[src/hw/rtl/clp_pkg.sv]
// ----------------------------------------------------------------------------
// clp_pkg
// Shared constants, types and address helpers for the character LCD text
// placer.
// ----------------------------------------------------------------------------
`default_nettype none

package clp_pkg;

    // display geometry
    localparam int COLUMNS = 16;
    localparam int ROWS    = 2;

    localparam int COL_W = 6;
    localparam int ROW_W = 2;

    // bus codes
    localparam logic [7:0] CMD_SET_ADDR = 8'h80;
    localparam logic [7:0] CODE_NEWLINE = 8'h0A;
    localparam logic [7:0] CODE_RETURN  = 8'h0D;

    // operations
    localparam logic OP_SET_CURSOR = 1'b0;
    localparam logic OP_PUT_CHAR   = 1'b1;

    // one input request
    typedef struct packed {
        logic             operation;
        logic [COL_W-1:0] start_col;
        logic [2:0]       start_row;
        logic [7:0]       char_code;
    } t_item;

    // one bus write
    typedef struct packed {
        logic       is_data;
        logic [7:0] bus_byte;
        logic       last;
    } t_result;

    // ddram offset of each row
    function automatic logic [6:0] row_base(input logic [ROW_W-1:0] row);
        logic [6:0] base;
        case (row)
            2'd0:    base = 7'h00;
            2'd1:    base = 7'h40;
            2'd2:    base = 7'h14;
            default: base = 7'h54;
        endcase
        return base;
    endfunction

    // set-address command for a cursor position
    function automatic logic [7:0] addr_cmd(input logic [COL_W-1:0] col,
                                            input logic [ROW_W-1:0] row);
        logic [6:0] sum;
        sum = 7'({1'b0, col}) + row_base(row);
        return CMD_SET_ADDR | {1'b0, sum};
    endfunction

    // one row down, wrapping to the top row
    function automatic logic [ROW_W-1:0] next_row(input logic [ROW_W-1:0] row);
        logic [ROW_W:0] sum;
        sum = {1'b0, row} + (ROW_W+1)'(1);
        return (sum >= (ROW_W+1)'(ROWS)) ? '0 : sum[ROW_W-1:0];
    endfunction

endpackage

`default_nettype wire

[src/hw/rtl/clp_in_reg.sv]
// ----------------------------------------------------------------------------
// clp_in_reg
// Input register: holds one request until the placer takes it.
// ----------------------------------------------------------------------------
`default_nettype none

module clp_in_reg
    import clp_pkg::*;
(
    input  wire logic  i_clk,
    input  wire logic  i_rst_n,
    input  wire logic  i_valid,
    input  wire t_item i_item,
    output logic       o_stall,
    input  wire logic  i_load,
    output logic       o_valid,
    output t_item      o_item
);

    logic  r_valid;
    t_item r_item;
    logic  accept;

    // hold while full and not being drained
    assign o_stall = r_valid && !i_load;
    assign accept  = i_valid && !o_stall;

    // request valid flag
    always_ff @(posedge i_clk) begin
        if (!i_rst_n) begin
            r_valid <= 1'b0;
        end else if (accept) begin
            r_valid <= 1'b1;
        end else if (i_load) begin
            r_valid <= 1'b0;
        end
    end

    // request payload
    always_ff @(posedge i_clk) begin
        if (accept) begin
            r_item <= i_item;
        end
    end

    assign o_valid = r_valid;
    assign o_item  = r_item;

endmodule

`default_nettype wire

[src/hw/rtl/clp_place.sv]
// ----------------------------------------------------------------------------
// clp_place
// Cursor state and the write decode for one request: up to two bus writes.
// ----------------------------------------------------------------------------
`default_nettype none

module clp_place
    import clp_pkg::*;
(
    input  wire logic  i_clk,
    input  wire logic  i_rst_n,
    input  wire logic  i_load,
    input  wire t_item i_item,
    output t_result    o_res0,
    output t_result    o_res1,
    output logic [1:0] o_count
);

    logic [COL_W-1:0] r_col;
    logic [ROW_W-1:0] r_row;
    logic [COL_W-1:0] n_col;
    logic [ROW_W-1:0] n_row;

    logic             wrap;
    logic [COL_W-1:0] col1;
    logic [ROW_W-1:0] row1;
    t_result          pre;
    t_result          body;

    // decode one request against the current cursor
    always_comb begin
        n_col   = r_col;
        n_row   = r_row;
        wrap    = r_col >= COL_W'(COLUMNS);
        col1    = wrap ? '0 : r_col;
        row1    = wrap ? next_row(r_row) : r_row;
        pre     = '{is_data: 1'b0, bus_byte: addr_cmd('0, row1), last: 1'b0};
        body    = '{is_data: 1'b1, bus_byte: i_item.char_code, last: 1'b1};
        o_res0  = body;
        o_res1  = body;
        o_count = 2'd1;

        if (i_item.operation == OP_SET_CURSOR) begin
            n_col = i_item.start_col;
            n_row = (i_item.start_row >= 3'(ROWS)) ? '0 : i_item.start_row[ROW_W-1:0];
            o_res0 = '{is_data: 1'b0, bus_byte: addr_cmd(n_col, n_row), last: 1'b1};
        end else begin
            case (i_item.char_code)
                CODE_NEWLINE: begin
                    n_col = col1;
                    n_row = next_row(row1);
                    body  = '{is_data: 1'b0, bus_byte: addr_cmd(col1, n_row), last: 1'b1};
                end
                CODE_RETURN: begin
                    n_col = '0;
                    n_row = row1;
                    body  = '{is_data: 1'b0, bus_byte: addr_cmd('0, row1), last: 1'b1};
                end
                default: begin
                    n_col = col1 + COL_W'(1);
                    n_row = row1;
                end
            endcase
            if (wrap) begin
                o_res0  = pre;
                o_res1  = body;
                o_count = 2'd2;
            end else begin
                o_res0  = body;
            end
        end
    end

    // cursor update when the request moves to the result buffer
    always_ff @(posedge i_clk) begin
        if (!i_rst_n) begin
            r_col <= '0;
            r_row <= '0;
        end else if (i_load) begin
            r_col <= n_col;
            r_row <= n_row;
        end
    end

endmodule

`default_nettype wire

[src/hw/rtl/clp_out_buf.sv]
// ----------------------------------------------------------------------------
// clp_out_buf
// Two-entry buffer for one request's writes; drains one a cycle unless stalled.
// ----------------------------------------------------------------------------
`default_nettype none

module clp_out_buf
    import clp_pkg::*;
(
    input  wire logic       i_clk,
    input  wire logic       i_rst_n,
    input  wire logic       i_req,
    input  wire t_result    i_res0,
    input  wire t_result    i_res1,
    input  wire logic [1:0] i_count,
    output logic            o_load,
    input  wire logic       i_stall,
    output logic            o_valid,
    output t_result         o_result
);

    logic [1:0] r_count;
    t_result    r_q0;
    t_result    r_q1;
    logic       take;

    assign o_valid  = r_count != 2'd0;
    assign o_result = r_q0;
    assign take     = o_valid && !i_stall;

    // load only when the buffer is empty after this cycle's pop
    assign o_load = i_req && (r_count == 2'd0 || (r_count == 2'd1 && take));

    // fill count
    always_ff @(posedge i_clk) begin
        if (!i_rst_n) begin
            r_count <= 2'd0;
        end else if (o_load) begin
            r_count <= i_count;
        end else if (take) begin
            r_count <= r_count - 2'd1;
        end
    end

    // entries
    always_ff @(posedge i_clk) begin
        if (o_load) begin
            r_q0 <= i_res0;
            r_q1 <= i_res1;
        end else if (take) begin
            r_q0 <= r_q1;
        end
    end

endmodule

`default_nettype wire

[src/hw/rtl/char_lcd_text_placer.sv]
// ----------------------------------------------------------------------------
// char_lcd_text_placer
// Turns set-cursor and character requests into HD44780 bus writes.
// ----------------------------------------------------------------------------
// A request is taken into an input register, decoded against the cursor and
// moved into a two-entry result buffer, which puts out one bus write per
// cycle unless the receiver stalls. A request that makes one write (a set
// cursor, a character, a newline or return with no wrap) sustains one
// request per cycle when nothing stalls; a character that first wraps the
// line makes two writes, so the rate is one request per written byte. Set
// cursor rows at or beyond ROWS become row 0; o_last marks the final write
// of each request.
`default_nettype none

module char_lcd_text_placer
    import clp_pkg::*;
(
    input  wire logic             i_clk,
    input  wire logic             i_rst_n,
    input  wire logic             i_valid,
    output logic                  o_stall,
    input  wire logic             i_operation,
    input  wire logic [COL_W-1:0] i_start_col,
    input  wire logic [2:0]       i_start_row,
    input  wire logic [7:0]       i_char_code,
    output logic                  o_valid,
    input  wire logic             i_stall,
    output logic                  o_is_data,
    output logic [7:0]            o_bus_byte,
    output logic                  o_last
);

    t_item      in_item;
    t_item      req_item;
    logic       req_valid;
    logic       load;
    t_result    res0;
    t_result    res1;
    logic [1:0] res_count;
    t_result    out_res;

    assign in_item = '{operation: i_operation, start_col: i_start_col,
                       start_row: i_start_row, char_code: i_char_code};

    // input register
    clp_in_reg u_in_reg (
        .i_clk   (i_clk),
        .i_rst_n (i_rst_n),
        .i_valid (i_valid),
        .i_item  (in_item),
        .o_stall (o_stall),
        .i_load  (load),
        .o_valid (req_valid),
        .o_item  (req_item)
    );

    // cursor and write decode
    clp_place u_place (
        .i_clk   (i_clk),
        .i_rst_n (i_rst_n),
        .i_load  (load),
        .i_item  (req_item),
        .o_res0  (res0),
        .o_res1  (res1),
        .o_count (res_count)
    );

    // result buffer
    clp_out_buf u_out_buf (
        .i_clk    (i_clk),
        .i_rst_n  (i_rst_n),
        .i_req    (req_valid),
        .i_res0   (res0),
        .i_res1   (res1),
        .i_count  (res_count),
        .o_load   (load),
        .i_stall  (i_stall),
        .o_valid  (o_valid),
        .o_result (out_res)
    );

    assign o_is_data  = out_res.is_data;
    assign o_bus_byte = out_res.bus_byte;
    assign o_last     = out_res.last;

endmodule

`default_nettype wire

[config.mk]
export PLATFORM = sky130hd
export DESIGN_NAME = char_lcd_text_placer
export DESIGN_NICKNAME = d
export VERILOG_FILES = /design/src/hw/rtl/clp_pkg.sv /design/src/hw/rtl/clp_in_reg.sv /design/src/hw/rtl/clp_place.sv /design/src/hw/rtl/clp_out_buf.sv /design/src/hw/rtl/char_lcd_text_placer.sv
export SDC_FILE = /design/constraint.sdc
export NUM_CORES = 1
export LEC_CHECK = 0
export ABC_AREA = 1
export BUFFER_PORTS_ARGS = -buffer_cell sky130_fd_sc_hd__buf_2
export CORE_ASPECT_RATIO = 2
export CORE_MARGIN = 2
export CORE_UTILIZATION = 40
export DETAILED_ROUTE_END_ITERATION = 16
export PLACE_DENSITY = 0.73
export SLEW_MARGIN = 25
export SYNTH_ARGS = -nofsm -noshare
export SYNTH_HDL_FRONTEND = slang
export SYNTH_SLANG_ARGS = --single-unit
[constraint.sdc]
create_clock -name i_clk -period 2 [get_ports i_clk]
set_clock_uncertainty 0.1 [all_clocks]
set_input_delay 0.4 -clock i_clk [delete_from_list [all_inputs] [get_ports i_clk]]
set_output_delay 0.4 -clock i_clk [all_outputs]
set_load 0.05 [all_outputs]
==> metrics <==
Max Fclk 0.518 GHz; total global-route track usage 16.8%; max-cap violations 0; drt first pass iters 4; Final min period 1.93 ns; crit-path max FO 4; area of the multi-input gates 1080 sq um; largest cells by area after synthesis edfxtp_1 44%, nand2_1 11%, dfxtp_1 8.7%; Tcrit/Tclk final 96.4%; Die H 117 microns; Mapped Cells 295; # DRC 0; initial antenna violation count 0; Post-Synth XOR/XNOR Area 0%; P per Cell Area 1160 nW/um^2; Synth Cell Area 2540 sq um; status finished clean; die area 7050 sq um; core area 6210 sq um; Slew @ Worst Pin 0.502 ns; Slew headroom 66.5%; hpwl dp 4.14 mm; H-tree lvl count 2; vias 2026; RSZ-0062 raised after global routing true; Port Buffers 33; final non-filler cell area 3100 sq um; worst-skew pair later-pin latency 0.28 ns; Register Area 1340 sq um; cells along the critical path inv_2, nand2_4, o21ai_4, inv_2, ha_2, or2_4, nand2_2, nand2_2, a21oi_1, nand2_1, nor2_1, nor2_1; Post-Synth Simple-Gate Area 27.1%; GPL Wtd Cong 0.878; top cell type by total area after synthesis edfxtp_1; global route overflow 0; final wirelength 5.36 mm; Data arrival, critical path 1.87 ns; mux cell area share after synthesis 0%; CTS buffer count 5; adder-cell share of the synthesized area 4.92%; first-pass GRT wire length 8.88 mm; Area Growth Syn to Fin 21.8%; largest family of logic cells by synthesized area simple AND/OR/NAND/NOR gates; # fillers 596; Die Width 60.4 microns; post-synthesis compound-gate area fraction 7.88%; synth warn 0; Power Total 0.00359 W; syn_area_per_cell 8.61 sq um; Required @ worst endpoint 1.94 ns; Netlist cell types 33; Final Max Tran Viols 0; num ports 34; layout cell share with drive strength beyond 1 28.1%; slowest CP cell dfxtp_2; CTS Hold Bufs 0; vias in the first global route 1970; CTS root buffer clkbuf_16; # nets final 373; critical path launch point type flop; Final ANT Viol Nets 0; final setup vio count 0; crit path kind flop to flop; clock sink count 48; post-DR vias/cell 4.73; Max VDD drop 0.549 mV; Min-Delay Path Class input pin to flop; TritonCTS clock tree done; diode count 0; Longest Clk Path Bufs 2; endpoints failing hold 0; largest net degree at the start of global routing 23; Setup TNS 0 ns; hold_ws 0.189 ns; initial DRC count 116; sequential share of the synthesized area 52.4%; Initial Utilization 40.9%; CP endpoint kind flop; CP peak stage delay 0.32 ns; P_leak 1.34 nW; routed len/inst 12.5 microns; row count 41; Clk pin slew, worst setup/hold paths 0.06 ns; Synth top area share 43.7%; Area after DPL 2910 sq um; post-synthesis register bit count 48
kinds of logic after synthesis:
family	count (synthesis)
AND/OR/NAND/NOR	153
flip-flops	48
buffers and inverters	47
AO/OA/AOI/OAI	36
adder cells (fa/ha/maj)	10
other	1
routing by layer:
layer / vias up / global-route usage (%) / wire [microns]
met1: 908 / 20.7 / 2190
met5: - / 0 / 0
met4: 0 / 6.81 / 164
met3: 12 / 2.77 / 235
li1: 1047 / - / -
met2: 59 / 28.5 / 2770
registers in the layout, summed over array words and instances, names as in the netlist:
| register | flops |
|---|---|
| u_out_buf.r_count | 2 |
| u_in_reg.o_item | 18 |
| u_place.r_row | 2 |
| u_in_reg.o_valid | 1 |
| u_out_buf.r_q1 | 9 |
| u_out_buf.o_result | 10 |
| u_place.r_col | 6 |
path summary, 6_finish.rpt:
kind / depth (start not counted) / from / endpoint / slack [ns]
setup / recovery: 12 / u_place.r_col[4] / u_out_buf.o_result[5] / 0.07
hold / removal: 1 / i_start_row[0] / u_in_reg.o_item[8] / 0.19
setup reg to reg: 12 / u_place.r_col[4] / u_out_buf.o_result[5] / 0.07
hold reg to reg: 2 / u_place.r_col[3] / u_place.r_col[3] / 0.37
power by group:
| group | total, W | switching [W] | internal (W) |
|---|---|---|---|
| clock network | 0.000801 | 0.000340 | 0.000461 |
| logic | 0.00135 | 0.000957 | 0.000397 |
| registers | 0.00144 | 0.0000906 | 0.00134 |
| total | 0.00359 | 0.00139 | 0.00220 |
cells in the final DEF (no fill, tap or decap), types with 2 or more instances in the layout:
| cell | n |
|---|---|
| a21oi_1 | 21 |
| o21ai_1 | 3 |
| nand2_2 | 6 |
| nand4_1 | 2 |
| nor2_4 | 3 |
| nand3_1 | 17 |
| buf_4 | 11 |
| dfxtp_2 | 2 |
| clkinvlp_4 | 2 |
| a31oi_1 | 2 |
| inv_2 | 10 |
| nand2_4 | 3 |
| conb_1 | 2 |
| buf_2 | 33 |
| clkbuf_16 | 5 |
| nand2_1 | 71 |
| nor2_1 | 37 |
| ha_1 | 8 |
| edfxtp_1 | 37 |
| inv_1 | 27 |
| o21ai_0 | 4 |
| nor2_2 | 7 |
| dfxtp_1 | 8 |
metrics by stage:
step	cells	setup WS (ns)	utilization [%]
2_1_floorplan	296	-0.0155	-
3_3_place_gp	419	0.0218	46.8
3_5_place_dp	419	-0.0268	46.8
4_1_cts	427	0.0269	49.4
5_1_grt	428	-0.0445	49.9
6_report	428	0.0712	49.9
critical path, delay by kind of cell, from the launching register on:
kind,cells,cell delay (ns)
compound gates,2,0.31
fa+ha+maj,1,0.16
buf+inv,2,0.13
flops,1,0.32
simple gates,7,0.66
timing repair:
item / in CTS / in global routing
gates resized for setup: 6 / 8
buffers inserted: 0 / 1
pin swaps: 0 / 4
setup endpoints to repair: 3 / 5
Yosys cell counts (all sizes together):
library cell   n
o211ai         1
a22oi          1
ha            10
nand4          2
edfxtp        37
a21oi         22
a31o           1
nand2         80
dfxtp         11
inv           40
nor2          48
o21ai          8
clkbuf         3
o22ai          1
or2            4
a31oi          2
nand3b         1
nand3         18
conb           1
buf            4
cell type report:
cell class	instances	area share, %
Clock buffer	5	4.04
Clock inverter	3	0.566
Inverter	40	5.17
Multi-Input combinational cell	201	34.9
Sequential cell	48	43.2
Tap cell	86	3.48
Timing Repair Buffer	45	8.65
Power figures use the tool's default switching activity.
